### src/rtl/hpd_pkg.sv
// Shared constants and types for the Horner polynomial and derivative evaluator.
package hpd_pkg;

    localparam int DATA_W     = 32;
    localparam int FRAC_BITS  = 16;
    localparam int MAX_COEFFS = 6;
    localparam int MAX_DERIVS = 4;
    localparam int NUM_CELLS  = MAX_COEFFS - 1;

    localparam int ORD_W  = 2;
    localparam int REG_W  = 3;
    localparam int CNT_W  = $clog2(MAX_COEFFS + 1);
    localparam int KW     = $clog2(MAX_DERIVS + 1);
    localparam int GAP_W  = (MAX_DERIVS > 1) ? $clog2(MAX_DERIVS) : 1;
    localparam int CIDX_W = (MAX_COEFFS > 1) ? $clog2(MAX_COEFFS) : 1;
    localparam int ADDR_W = 5;

    localparam int PROD_W = 2 * DATA_W;
    localparam int RND_W  = 2 * DATA_W - FRAC_BITS;
    localparam int SUM_W  = RND_W + 2;

    localparam logic signed [PROD_W-1:0] ROUND_ADD =
        (FRAC_BITS == 0) ? '0 : (PROD_W'(1) << (FRAC_BITS - 1));
    localparam logic signed [SUM_W-1:0] SAT_HI =
        {{(SUM_W - DATA_W + 1){1'b0}}, {(DATA_W - 1){1'b1}}};
    localparam logic signed [SUM_W-1:0] SAT_LO = ~SAT_HI;
    localparam logic [DATA_W-1:0] VAL_MAX = {1'b0, {(DATA_W - 1){1'b1}}};
    localparam logic [DATA_W-1:0] VAL_MIN = {1'b1, {(DATA_W - 1){1'b0}}};

    localparam logic [REG_W-1:0] REG_COEFF_COUNT = 3'd0;
    localparam logic [REG_W-1:0] REG_COEFF_FIRST = 3'd1;
    localparam logic [REG_W-1:0] REG_COEFF_LAST  = 3'd6;
    localparam logic [REG_W-1:0] REG_DERIV_COUNT = 3'd7;

    localparam logic ERR_NONE     = 1'b0;
    localparam logic ERR_NO_COEFF = 1'b1;

    typedef struct packed {
        logic                                 valid;
        logic                                 err;
        logic [DATA_W-1:0]                    x;
        logic [MAX_DERIVS-1:0][DATA_W-1:0]    d;
        logic [MAX_DERIVS-1:0]                ovf;
    } t_cell_bus;

endpackage

### src/rtl/hpd_serializer.sv
// Output serializer that emits the value and the derivatives of one point in rising order.
module hpd_serializer import hpd_pkg::*; (
    input  logic              i_clk,
    input  logic              i_rst_n,
    input  t_cell_bus         i_bus,
    input  logic [KW-1:0]     i_k,
    output logic              o_strobe,
    output logic [ORD_W-1:0]  o_order,
    output logic [DATA_W-1:0] o_value,
    output logic              o_ovf,
    output logic              o_err,
    output logic              o_last
);

    logic                              r_run;
    logic [ORD_W-1:0]                  r_ord;
    logic [MAX_DERIVS-1:0][DATA_W-1:0] r_hold_d;
    logic [MAX_DERIVS-1:0]             r_hold_ovf;
    logic                              r_strobe;
    logic [ORD_W-1:0]                  r_order;
    logic [DATA_W-1:0]                 r_value;
    logic                              r_ovf;
    logic                              r_err;
    logic                              r_last;

    logic                              n_run;
    logic [ORD_W-1:0]                  n_ord;
    logic                              n_strobe;
    logic [ORD_W-1:0]                  n_order;
    logic [DATA_W-1:0]                 n_value;
    logic                              n_ovf;
    logic                              n_err;
    logic                              n_last;

    always_comb begin
        n_run    = r_run;
        n_ord    = r_ord;
        n_strobe = 1'b0;
        n_order  = r_ord;
        n_value  = r_hold_d[r_ord];
        n_ovf    = r_hold_ovf[r_ord];
        n_err    = ERR_NONE;
        n_last   = 1'b0;
        if (i_bus.valid) begin
            n_strobe = 1'b1;
            n_order  = '0;
            n_err    = i_bus.err;
            n_value  = i_bus.err ? '0 : i_bus.d[0];
            n_ovf    = i_bus.err ? 1'b0 : i_bus.ovf[0];
            n_last   = i_bus.err || (i_k == KW'(1));
            n_run    = !n_last;
            n_ord    = ORD_W'(1);
        end else if (r_run) begin
            n_strobe = 1'b1;
            n_last   = (KW'(r_ord) == i_k - KW'(1));
            n_run    = !n_last;
            n_ord    = r_ord + ORD_W'(1);
        end
    end

    always_ff @(posedge i_clk) begin
        if (i_bus.valid) begin
            r_hold_d   <= i_bus.d;
            r_hold_ovf <= i_bus.ovf;
        end
        r_order <= n_order;
        r_value <= n_value;
        r_ovf   <= n_ovf;
        r_err   <= n_err;
        r_last  <= n_last;
        r_ord   <= n_ord;
        if (!i_rst_n) begin
            r_run    <= 1'b0;
            r_strobe <= 1'b0;
        end else begin
            r_run    <= n_run;
            r_strobe <= n_strobe;
        end
    end

    assign o_strobe = r_strobe;
    assign o_order  = r_order;
    assign o_value  = r_value;
    assign o_ovf    = r_ovf;
    assign o_err    = r_err;
    assign o_last   = r_last;

endmodule

### config.mk
export PLATFORM = sky130hd
export DESIGN_NAME = hpd_serializer
export DESIGN_NICKNAME = d
export VERILOG_FILES = /design/src/rtl/hpd_pkg.sv /design/src/rtl/hpd_serializer.sv
export SDC_FILE = /design/constraint.sdc
export NUM_CORES = 1
export LEC_CHECK = 0
export BUFFER_PORTS_ARGS = -buffer_cell sky130_fd_sc_hd__buf_2
export CAP_MARGIN = 40
export CELL_PAD_IN_SITES_DETAIL_PLACEMENT = 1
export CELL_PAD_IN_SITES_GLOBAL_PLACEMENT = 1
export CORE_ASPECT_RATIO = 0.9
export CORE_MARGIN = 1
export CORE_UTILIZATION = 30
export DETAILED_ROUTE_END_ITERATION = 10
export PLACE_DENSITY = 0.69
export RECOVER_POWER = 25
export SLEW_MARGIN = 20
export SYNTH_ARGS = -nofsm -noshare
export SYNTH_HDL_FRONTEND = slang
export SYNTH_SLANG_ARGS = --single-unit
### constraint.sdc
create_clock -name i_clk -period 1.65 [get_ports i_clk]
set_clock_uncertainty 0.15 [all_clocks]
set_input_delay 0.33 -clock i_clk [delete_from_list [all_inputs] [get_ports i_clk]]
set_output_delay 0.33 -clock i_clk [all_outputs]
set_load 0.03 [all_outputs]
==> summary.txt, run 1 <==
Yosys
  • Leading register cell type out of synthesis: edfxtp_1
  • Post-synth ARST share: 0
  • Netlist cell types: 27
  • #FFs+latches synth: between 150 and 200
  • Post-synthesis compound-gate area fraction: 0.0751
  • Cell area after synthesis: ~0.0064 mm2
  • Sequential share of the synthesized area: 0.746
  • Largest family of logic cells by synthesized area: multiplexers
  • Post-synth EDFFs: 132
  • XOR/XNOR share of the synthesized area: 0.00546
  • Mux cell area share after synthesis: 0.103
  • Syn_nets: about 530
  • Synth top area share: 0.618
  • Adder and majority gate portion of the synthesized area: 0.00390
  • Synth Area in Simple Gates: 0.0312
  • Yosys warning count: 0
  • Gate Count Post-Synth: between 300 and 400
  • Synth area leader: edfxtp_1
  • Ranking of synthesized cells by area: edfxtp_1, dfxtp_1, mux2i_1, o221ai_2, nand2_1
  • Syn avg cell area: 18.1 um2

Layout
  • Diode count: 0
  • Fill cells: ~2200
  • Most common cell after layout, fill and taps aside: buf_2
  • Cell area after layout: around 0.0095 mm2
  • Cell Count, Final, Fillers Out: just under 1000
  • Most frequent cells in the layout: buf_2, dlygate4sd3_1, edfxtp_1
  • Final net count: 845
  • Area Growth Syn to Fin: 48.2%
  • Fraction of final layout cells with drive strength greater than 1: 0.359
  • Fin util: 0.455

Clock tree
  • Setup Fix Bufs, Post-CTS: 0
  • CTS tree: yes
  • Clock Path Buffers: 2
  • Clock sinks: about 170
  • Resize count post-CTS: 0
  • Root buf cell: clkbuf_16
  • TritonCTS Buffers: 17
  • H-tree levels: 4
  • Reg clk slew, reported paths: approximately 0.07 ns
  • Worst skew pair latency: about 0.42 ns

Detailed routing
  • Antenna Violating Nets Remaining: 0
  • Vias per std cell: roughly 4.4
  • Routed wire length: 17.6 mm
  • First DRT Iteration DRCs: ~180
  • DR vias: 4278
  • WL per Instance: 18.1 um
  • Number of remaining DRC errors: 0
  • Initial DRT Pass Iterations: 4

STA
  • Fmax: 0.675 GHz
  • Period utilization: 0.898
  • Slew of the pin with the lowest slew margin: between 1 and 1.5 ns
  • Setup repair after global routing missed its margin: no
  • Fin. Hold Viols: 0
  • Setup TNS: 0 ns
  • Max-slew violations: 0
  • # setup viols final: 0
  • Slew HR: 0.227
  • Clock period minus worst slack: 1.48 ns

Placement
  • Global placement routability congestion: between 0.7 and 0.8
  • HPWL after DPL: 10.0 mm
  • Placed cells: ~800
  • Port buffer count: 176
  • Post-DP Area: between 0.007 and 0.008 mm2

Setup path
  • CP Depth: 2
  • Number of cells on the worst reg-to-reg path: 3
  • R2R Path End: o_value[3]$_DFF_P_
  • Worst flop-to-flop path startpoint: r_ord[1]$_SDFFE_PP0P_
  • CP Cell Sequence: buf_6 > clkbuf_4
  • CP startpoint kind: primary input
  • Reg-to-reg setup timing slack: 0.24 ns
  • Crit path max fanout: 81
  • CP max stage cell: clkbuf_4
  • Worst setup path end: r_hold_d[75]$_DFFE_PP_
  • CP top delay family: buffers and inverters
  • Setup Crit Path Kind: primary input to flip-flop
  • CP Launch Point: i_bus[165]
  • Worst Path Required: 1.54 ns
  • Buf/Inv on CP: 2
  • Setup crit end kind: flip-flop
  • Worst Path Arrival: ~1.4 ns
  • Slowest stage delay, CP: around 0.85 ns

Power and ir drop
  • Switching part of the total power: 0.266
  • Power density cells: 1120 mW/mm2
  • P_sw: approximately 2800 uW
  • Comb pwr share: 0.138
  • Sequential Power Share: 0.492
  • Int Pwr: 7790 uW
  • Power Total: 10600 uW
  • Clk pwr share: 0.371
  • Lkg Pwr: 0.00411 uW
  • Max VDD drop: ~0.65 mV

Die
  • Core Region: between 0.02 and 0.025 mm2
  • Area of the die: roughly 0.022 mm2
  • Initial Util: 0.307
  • Die X: approximately 160 um
  • Die height: around 140 um
  • IO Pins: roughly 210
  • Row count: 50

Global route
  • GRT Residual Overflow: 0
  • Largest net degree at the start of global routing: a little over 80
  • GRT Total Usage: 0.167
  • Wire length of the first global-routing pass: around 27 mm
  • Initial antenna violation count: 0
  • Number of global-route vias before repair: 4940

Outcome
  • Outcome: completed

Hold path
  • Worst Hold Class: primary input to flip-flop

Run
  • MaxCap Viol Count: 0
final cells by class:
cell class / count / area [um2] / share of cell area
repair buffers: 320 / 2360 / 0.248
clock buffers: 17 / 425 / 0.0448
multi-input cells: 156 / 1410 / 0.148
flip-flops and latches: 173 / 4790 / 0.504
inverters: 4 / 15.0 / 0.00158
clock inverters: 15 / 151 / 0.0159
well taps: 286 / 358 / 0.0377
stage by stage:
stage / hold slack (ns) / setup slack, ns
final: 0.0392 / 0.168
after global routing: 0.0194 / 0.0980
after CTS: 0.0211 / 0.160
after detailed placement: 0.359 / 0.0967
after global placement: 0.357 / 0.122
after floorplan: 0.279 / 0.300
what timing repair did:
item,in CTS,in global routing
hold buffers,132,0
endpoints found under the hold margin,165,0
endpoints found under the setup margin,0,0
how the worst min path moves through the flow:
stage                           from                 endpoint  slack, ns  depth (start not counted)
final                        i_rst_n      o_strobe$_SDFF_PN0_       0.04                          2
after global placement     i_bus[98]   r_hold_d[94]$_DFFE_PP_       0.36                          1
after floorplan             i_bus[4]    r_hold_d[0]$_DFFE_PP_       0.28                          0
after CTS                    i_rst_n      o_strobe$_SDFF_PN0_       0.02                          2
after detailed placement  i_bus[115]  r_hold_d[111]$_DFFE_PP_       0.36                          1
after global routing         i_rst_n      o_strobe$_SDFF_PN0_       0.02                          2
layer usage:
metal  global-route usage  part of all wire  up-vias
met4               0.0557             0.015        0
met2                0.321              0.56      133
met1                0.169              0.38     2118
li1                     -                 -     2006
met5                    0                 0        -
met3               0.0516             0.050       21
state kept, by name, indices dropped and copies added (netlist names), 2 cells and up:
| name | cells |
|---|---|
| r_hold_d | 128 |
| o_value | 32 |
| r_hold_ovf | 4 |
| o_order | 2 |
| r_ord | 2 |
cell usage after synthesis (3+ instances only):
master,n
o221ai_2,23
mux2i_1,66
inv_1,4
dfxtp_1,41
nand2_1,34
xnor2_1,3
buf_6,9
edfxtp_1,132
o221ai_1,11
buf_4,6
logic make-up (layout without fill, tap and decap cells):
kind of cell	after synthesis	after routing
mux	66	66
flops	173	173
xor+xnor	4	4
fa+ha+maj	2	2
simple gates	45	45
compound gates	39	39
buf+inv	25	356
power by group through the flow:
stage               sequential, uW  combinational [uW]  clock [uW]
finish                        5220                1460        3940
global route                  5260                1570        4190
CTS                           5220                1470        4020
detailed placement            5310                1230           0
global placement              5290                1190           0
floorplan                     5520                 492           0
(Power assumes the default switching activity.)
==> inputs of run 2 (changes only) <==
--- a/config.mk
+++ b/config.mk
@@ -9,7 +9,6 @@
 export CAP_MARGIN = 40
 export CELL_PAD_IN_SITES_DETAIL_PLACEMENT = 1
 export CELL_PAD_IN_SITES_GLOBAL_PLACEMENT = 1
-export CORE_ASPECT_RATIO = 0.9
 export CORE_MARGIN = 1
 export CORE_UTILIZATION = 30
 export DETAILED_ROUTE_END_ITERATION = 10
==> run 2 against run 1 <==
Final area rose by 0.43%. Final cell count fell by 0.82%. Critical endpoint is now o_value[24]. Critical path type is now flip-flop to output pin. Non-clock buffer count is 2 higher. Maximum frequency increased by 3.4%. Combinational power about the same. Clock power rose by 14%. Setup slack better by 0.048 ns. Via count is 1.5% higher. Sequential share of layout area is 0.22 points lower. Register-to-register slack is essentially flat. Critical path depth decreased by 1. Largest cell class unchanged. Total power increased by 5.1%. Highest routed layer unchanged.
==> summary.txt, run 2 (synthesis results as in run 1) <==
Global route
  • Number of global-route vias before repair: just over 5000
  • Wire length of the first global-routing pass: about 27 mm
  • Largest net degree at the start of global routing: 68
  • GRT Total Usage: 0.164
  • GRT Residual Overflow: 0
  • Initial antenna violation count: 1

Placement
  • HPWL after DPL: a little over 10 mm
  • Placed cells: 798
  • Post-DP Area: between 0.007 and 0.008 mm2
  • Global placement routability congestion: approximately 0.74
  • Port buffer count: about 180

Die
  • Row count: 53
  • Core Region: between 0.02 and 0.025 mm2
  • Initial Util: 0.305
  • IO Pins: 209
  • Die height: 148 um
  • Die X: approximately 150 um
  • Area of the die: 0.0220 mm2

Layout
  • Most frequent cells in the layout: buf_2, dlygate4sd3_1, edfxtp_1
  • Most common cell after layout, fill and taps aside: buf_2
  • Biggest register: r_hold_d
  • Fraction of final layout cells with drive strength greater than 1: 0.360
  • Area Growth Syn to Fin: 48.8%
  • Max FFs per register: around 130
  • Fill cells: 2114
  • Cell Count, Final, Fillers Out: around 960
  • Fin util: 0.454
  • Final net count: 847
  • Cell area after layout: 0.00954 mm2

Setup path
  • Setup Crit Path Kind: flip-flop to output pin
  • CP max stage cell: dfxtp_1
  • Worst Path Required: between 1 and 1.5 ns
  • CP startpoint kind: flip-flop
  • Worst Path Arrival: roughly 0.95 ns
  • Setup crit end kind: output pin
  • CP Cell Sequence: buf_2
  • Buf/Inv on CP: 1
  • Slowest stage delay, CP: approximately 0.33 ns
  • CP top delay family: flip-flops
  • Crit path max fanout: 1

Detailed routing
  • Number of remaining DRC errors: 0
  • Routed wire length: ~18 mm
  • Vias per std cell: ~4.5
  • Antenna Violating Nets Remaining: 0
  • Initial DRT Pass Iterations: 4
  • First DRT Iteration DRCs: a little under 200
  • DR vias: around 4300
  • WL per Instance: around 18 um

STA
  • Setup repair after global routing missed its margin: no
  • Fmax: between 0.6 and 0.7 GHz
  • Min Hold Slack: 0.0296 ns
  • Fin. Hold Viols: 0
  • # setup viols final: 0
  • Slew of the pin with the lowest slew margin: 1.11 ns
  • Slew HR: 0.263
  • Max-slew violations: 0
  • Period utilization: 0.869
  • Setup TNS: 0 ns
  • Clock period minus worst slack: between 1 and 1.5 ns

Clock tree
  • Reg clk slew, reported paths: roughly 0.07 ns
  • Resize count post-CTS: 0
  • CTS tree: yes
  • Root buf cell: clkbuf_16
  • Worst skew pair latency: roughly 0.42 ns
  • H-tree levels: 4
  • Clock sinks: approximately 170
  • Cts hold-fix bufs: ~130
  • Setup Fix Bufs, Post-CTS: 0
  • Clock Path Buffers: 2
  • TritonCTS Buffers: 17

Outcome
  • Outcome: completed

Power and ir drop
  • Lkg Pwr: slightly above 0.004 uW
  • Power density cells: 1170 mW/mm2
  • Max VDD drop: between 0.7 and 0.8 mV

Run
  • MaxCap Viol Count: 0

Hold path
  • Worst Hold Class: primary input to flip-flop
## run 2: cell types whose count changed in the layout (fill, tap and decap cells not counted), moves of 4 or more
cell / before / now
buf_4: 4 / 8
bufinv_16: 0 / 5
inv_8: 5 / 0
clkinv_4: 6 / 0
## run 2: metal layers
layer  up-vias  GRT usage  part of all wire
li1       2012          -                 -
met1      2185      0.180              0.39
met2       128      0.307              0.56
met3        16     0.0396             0.043
met4         0     0.0521             0.010
met5         -          0                 0
## run 2: final timing paths
check	depth (start not counted)	slack, ns	from	end
worst min register to register	2	0.42	r_hold_d[90]$_DFFE_PP_	o_value[26]$_DFF_P_
worst max-delay path	1	0.22	o_value[24]$_DFF_P_	o_value[24]
worst min-delay path	2	0.03	i_rst_n	o_strobe$_SDFF_PN0_
worst max register to register	4	0.23	r_ord[0]$_SDFFE_PP1P_	o_last$_DFF_P_
## run 2: per-stage QoR
stage          total power, uW  worst slack (ns)
2_1_floorplan             6020             0.300
3_3_place_gp              6470             0.109
3_5_place_dp              6540            0.0728
4_1_cts                  11300             0.180
5_1_grt                  11600             0.152
6_report                 11200             0.217
## run 2: area by class of cell
cell class	count	area (um2)	area share
multi-input combinational	156	1410	0.147
sequential	173	4790	0.502
clock buffer	19	433	0.0454
inverter	4	15.0	0.00157
clock inverter	13	211	0.0222
antenna	1	2.50	0.000262
timing repair buffer	322	2340	0.246
tap	275	344	0.0361
## run 2: power by group
| group | internal [uW] | switching (uW) |
|---|---|---|
| registers | 5110 | 121 |
| clock network | 2710 | 1760 |
| logic | 665 | 794 |
==> inputs of run 3 (changes only) <==
--- a/config.mk
+++ b/config.mk
@@ -5,16 +5,19 @@
 export SDC_FILE = /design/constraint.sdc
 export NUM_CORES = 1
 export LEC_CHECK = 0
+export ABC_AREA = 1
 export BUFFER_PORTS_ARGS = -buffer_cell sky130_fd_sc_hd__buf_2
 export CAP_MARGIN = 40
 export CELL_PAD_IN_SITES_DETAIL_PLACEMENT = 1
 export CELL_PAD_IN_SITES_GLOBAL_PLACEMENT = 1
 export CORE_MARGIN = 1
 export CORE_UTILIZATION = 30
+export CTS_CLUSTER_DIAMETER = 120
 export DETAILED_ROUTE_END_ITERATION = 10
-export PLACE_DENSITY = 0.69
+export PLACE_DENSITY = 0.72
 export RECOVER_POWER = 25
 export SLEW_MARGIN = 20
 export SYNTH_ARGS = -nofsm -noshare
 export SYNTH_HDL_FRONTEND = slang
 export SYNTH_SLANG_ARGS = --single-unit
+export TNS_END_PERCENT = 10
==> run 3 against run 2 <==
Sequential share of layout area is 0.053 points lower. Clock power is 13% lower. Combinational power is 5% lower. Highest routed layer unchanged. Total power is 6.0% lower. Sequential power is 0.8% lower. Maximum frequency is 1.0% lower. Worst hold slack better by 0.078 ns. Sequential cell count stayed put.
==> summary.txt, run 3 <==
Yosys
  • Most frequent cell after synthesis: nand2_1
  • Cell area after synthesis: 0.00639 mm2
  • Syn avg cell area: around 12 um2
  • Syn_nets: about 710
  • Post-synth EDFFs: 132
  • Synth area leader: edfxtp_1
  • Gate Count Post-Synth: 536
  • Netlist cell types: 17
  • Sequential share of the synthesized area: 0.749
  • Synth cell count leaders: nand2_1, edfxtp_1, nand3_1
  • Post-synth ARST share: 0
  • Synth top area share: 0.621
  • Yosys warning count: 0
  • Leading register cell type out of synthesis: edfxtp_1
  • #FFs+latches synth: 173
  • Ranking of synthesized cells by area: edfxtp_1, dfxtp_1, nand2_1, nand3_1, buf_2

STA
  • Slew HR: 0.321
  • Setup TNS: 0 ns
  • Clock period minus worst slack: about 1.4 ns
  • # setup viols final: 0
  • Slew of the pin with the lowest slew margin: 1.02 ns
  • Fin. Hold Viols: 0
  • Final WS setup: around 0.20 ns
  • Fmax: approximately 0.7 GHz
  • Setup repair after global routing missed its margin: no
  • Period utilization: 0.878
  • Max-slew violations: 0

Placement
  • Post-DP Area: roughly 0.0077 mm2
  • Port buffer count: between 150 and 200
  • Placed cells: just under 1000
  • Setup WS pre-CTS: just under 0.2 ns
  • HPWL after DPL: ~11 mm
  • Global placement routability congestion: 0.726

Layout
  • Fill cells: about 2300
  • Biggest register: r_hold_d
  • Area Growth Syn to Fin: 49.5%
  • Max FFs per register: around 130
  • Most frequent cells in the layout: nand2_1, buf_2, dlygate4sd3_1
  • Fraction of final layout cells with drive strength greater than 1: 0.267
  • Final net count: 1028
  • Cell Count, Final, Fillers Out: 1144
  • Most common cell after layout, fill and taps aside: nand2_1
  • Cell area after layout: roughly 0.0096 mm2

Clock tree
  • Worst skew pair latency: 0.43 ns
  • H-tree levels: 4
  • Clock sinks: ~170
  • Root buf cell: clkbuf_16
  • TritonCTS Buffers: 17
  • Reg clk slew, reported paths: about 0.07 ns
  • Clock Path Buffers: 2
  • CTS tree: yes

Die
  • Area of the die: 0.0219 mm2
  • Core Region: around 0.021 mm2
  • IO Pins: roughly 210
  • Row count: 53
  • Initial Util: 0.305
  • Die height: 148 um
  • Die X: ~150 um

Global route
  • Largest net degree at the start of global routing: 66
  • Number of global-route vias before repair: between 5000 and 6000
  • Initial antenna violation count: 1
  • GRT Total Usage: 0.185
  • Wire length of the first global-routing pass: approximately 30 mm
  • GRT Residual Overflow: 0

Power and ir drop
  • Max VDD drop: between 0.5 and 0.6 mV
  • Sequential Power Share: 0.495
  • P_sw: around 2800 uW
  • Comb pwr share: 0.132
  • Clk pwr share: 0.373
  • Int Pwr: 7700 uW
  • Lkg Pwr: roughly 0.0041 uW
  • Switching part of the total power: 0.266
  • Power density cells: 1100 mW/mm2

Detailed routing
  • DR vias: ~5100
  • Initial DRT Pass Iterations: 4
  • Routed wire length: 19.5 mm
  • Vias per std cell: between 4 and 5
  • WL per Instance: 17.0 um
  • Antenna Violating Nets Remaining: 0
  • First DRT Iteration DRCs: just under 200
  • Number of remaining DRC errors: 0

Setup path
  • Worst Path Arrival: 1.67 ns
  • Setup crit end kind: flip-flop
  • Worst Path Required: 1.87 ns
  • Setup Crit Path Kind: primary input to flip-flop
  • CP startpoint kind: primary input
  • Crit path max fanout: 10

Outcome
  • Outcome: completed

Run
  • MaxCap Viol Count: 0

Hold path
  • Worst Hold Class: primary input to flip-flop
-- run 3: kinds of logic (layout without fill, tap and decap cells) --
| family | Yosys count | in the layout | share of synthesized area |
|---|---|---|---|
| and+or+nand+nor | 314 | 314 | 0.205 |
| other | 0 | 1 | 0 |
| buffers and inverters | 39 | 371 | 0.0349 |
| xor gates and xnor gates | 1 | 1 | 0.00137 |
| adders and majority gates | 2 | 2 | 0.00392 |
| DFF | 173 | 173 | 0.749 |
| AOI/OAI and AO/OA | 7 | 7 | 0.00548 |
-- run 3: area by class of cell --
cell class | count | area, um2 | area share
Tap cell | 275 | 344 | 0.0360
Clock inverter | 15 | 149 | 0.0156
Timing Repair Buffer | 329 | 2420 | 0.254
Clock buffer | 17 | 425 | 0.0445
Multi-Input combinational cell | 324 | 1380 | 0.144
Antenna cell | 1 | 2.50 | 0.000262
Inverter | 10 | 40.0 | 0.00419
Sequential cell | 173 | 4790 | 0.501
-- run 3: what timing repair did --
action | 4_1_cts | 5_1_grt
hold endpoints to repair | 167 | 1
hold buffers | 133 | 1
gates resized for setup | 0 | 0
setup endpoints to repair | 0 | 0
setup buffers | 0 | 0
-- run 3: layer usage --
| layer | track usage | share of wire | up-vias |
|---|---|---|---|
| met5 | 0 | 0 | - |
| met1 | 0.203 | 0.39 | 2446 |
| met4 | 0.0557 | 0.014 | 0 |
| met2 | 0.352 | 0.55 | 128 |
| met3 | 0.0417 | 0.040 | 21 |
| li1 | - | - | 2469 |
-- run 3: critical path: stages --
cell and delay [ns]:
dlygate4sd3_1 0.55, buf_2 0.16, nor2_4 0.21, buf_4 0.24, nand2_1 0.09, nand2_1 0.08
-- run 3: worst paths after layout --
| check | slack (ns) | to | depth (start not counted) | from |
|---|---|---|---|---|
| worst max-delay path | 0.20 | o_value[13]$_DFF_P_ | 6 | i_bus[164] |
| worst min-delay path | 0.11 | o_last$_DFF_P_ | 4 | i_k[2] |
| worst max register to register | 0.36 | o_value[1]$_DFF_P_ | 6 | r_ord[0]$_SDFFE_PP1P_ |
| worst min register to register | 0.37 | o_strobe$_SDFF_PN0_ | 2 | r_run$_SDFF_PN0_ |
-- run 3: per-stage QoR --
stage	util	power (uW)	hold slack, ns
after global routing	0.456	10900	0.122
after CTS	0.457	10600	0.00209
after floorplan	-	5870	0.252
after global placement	0.366	6380	0.357
after detailed placement	0.366	6420	0.358
final	0.456	10500	0.107
-- run 3: power by group through the flow --
stage          clock network, uW  registers (uW)  logic (uW)
2_1_floorplan                  0            5470         396
3_3_place_gp                   0            5270        1110
3_5_place_dp                   0            5280        1140
4_1_cts                     4010            5190        1390
5_1_grt                     4180            5220        1520
6_report                    3910            5190        1390
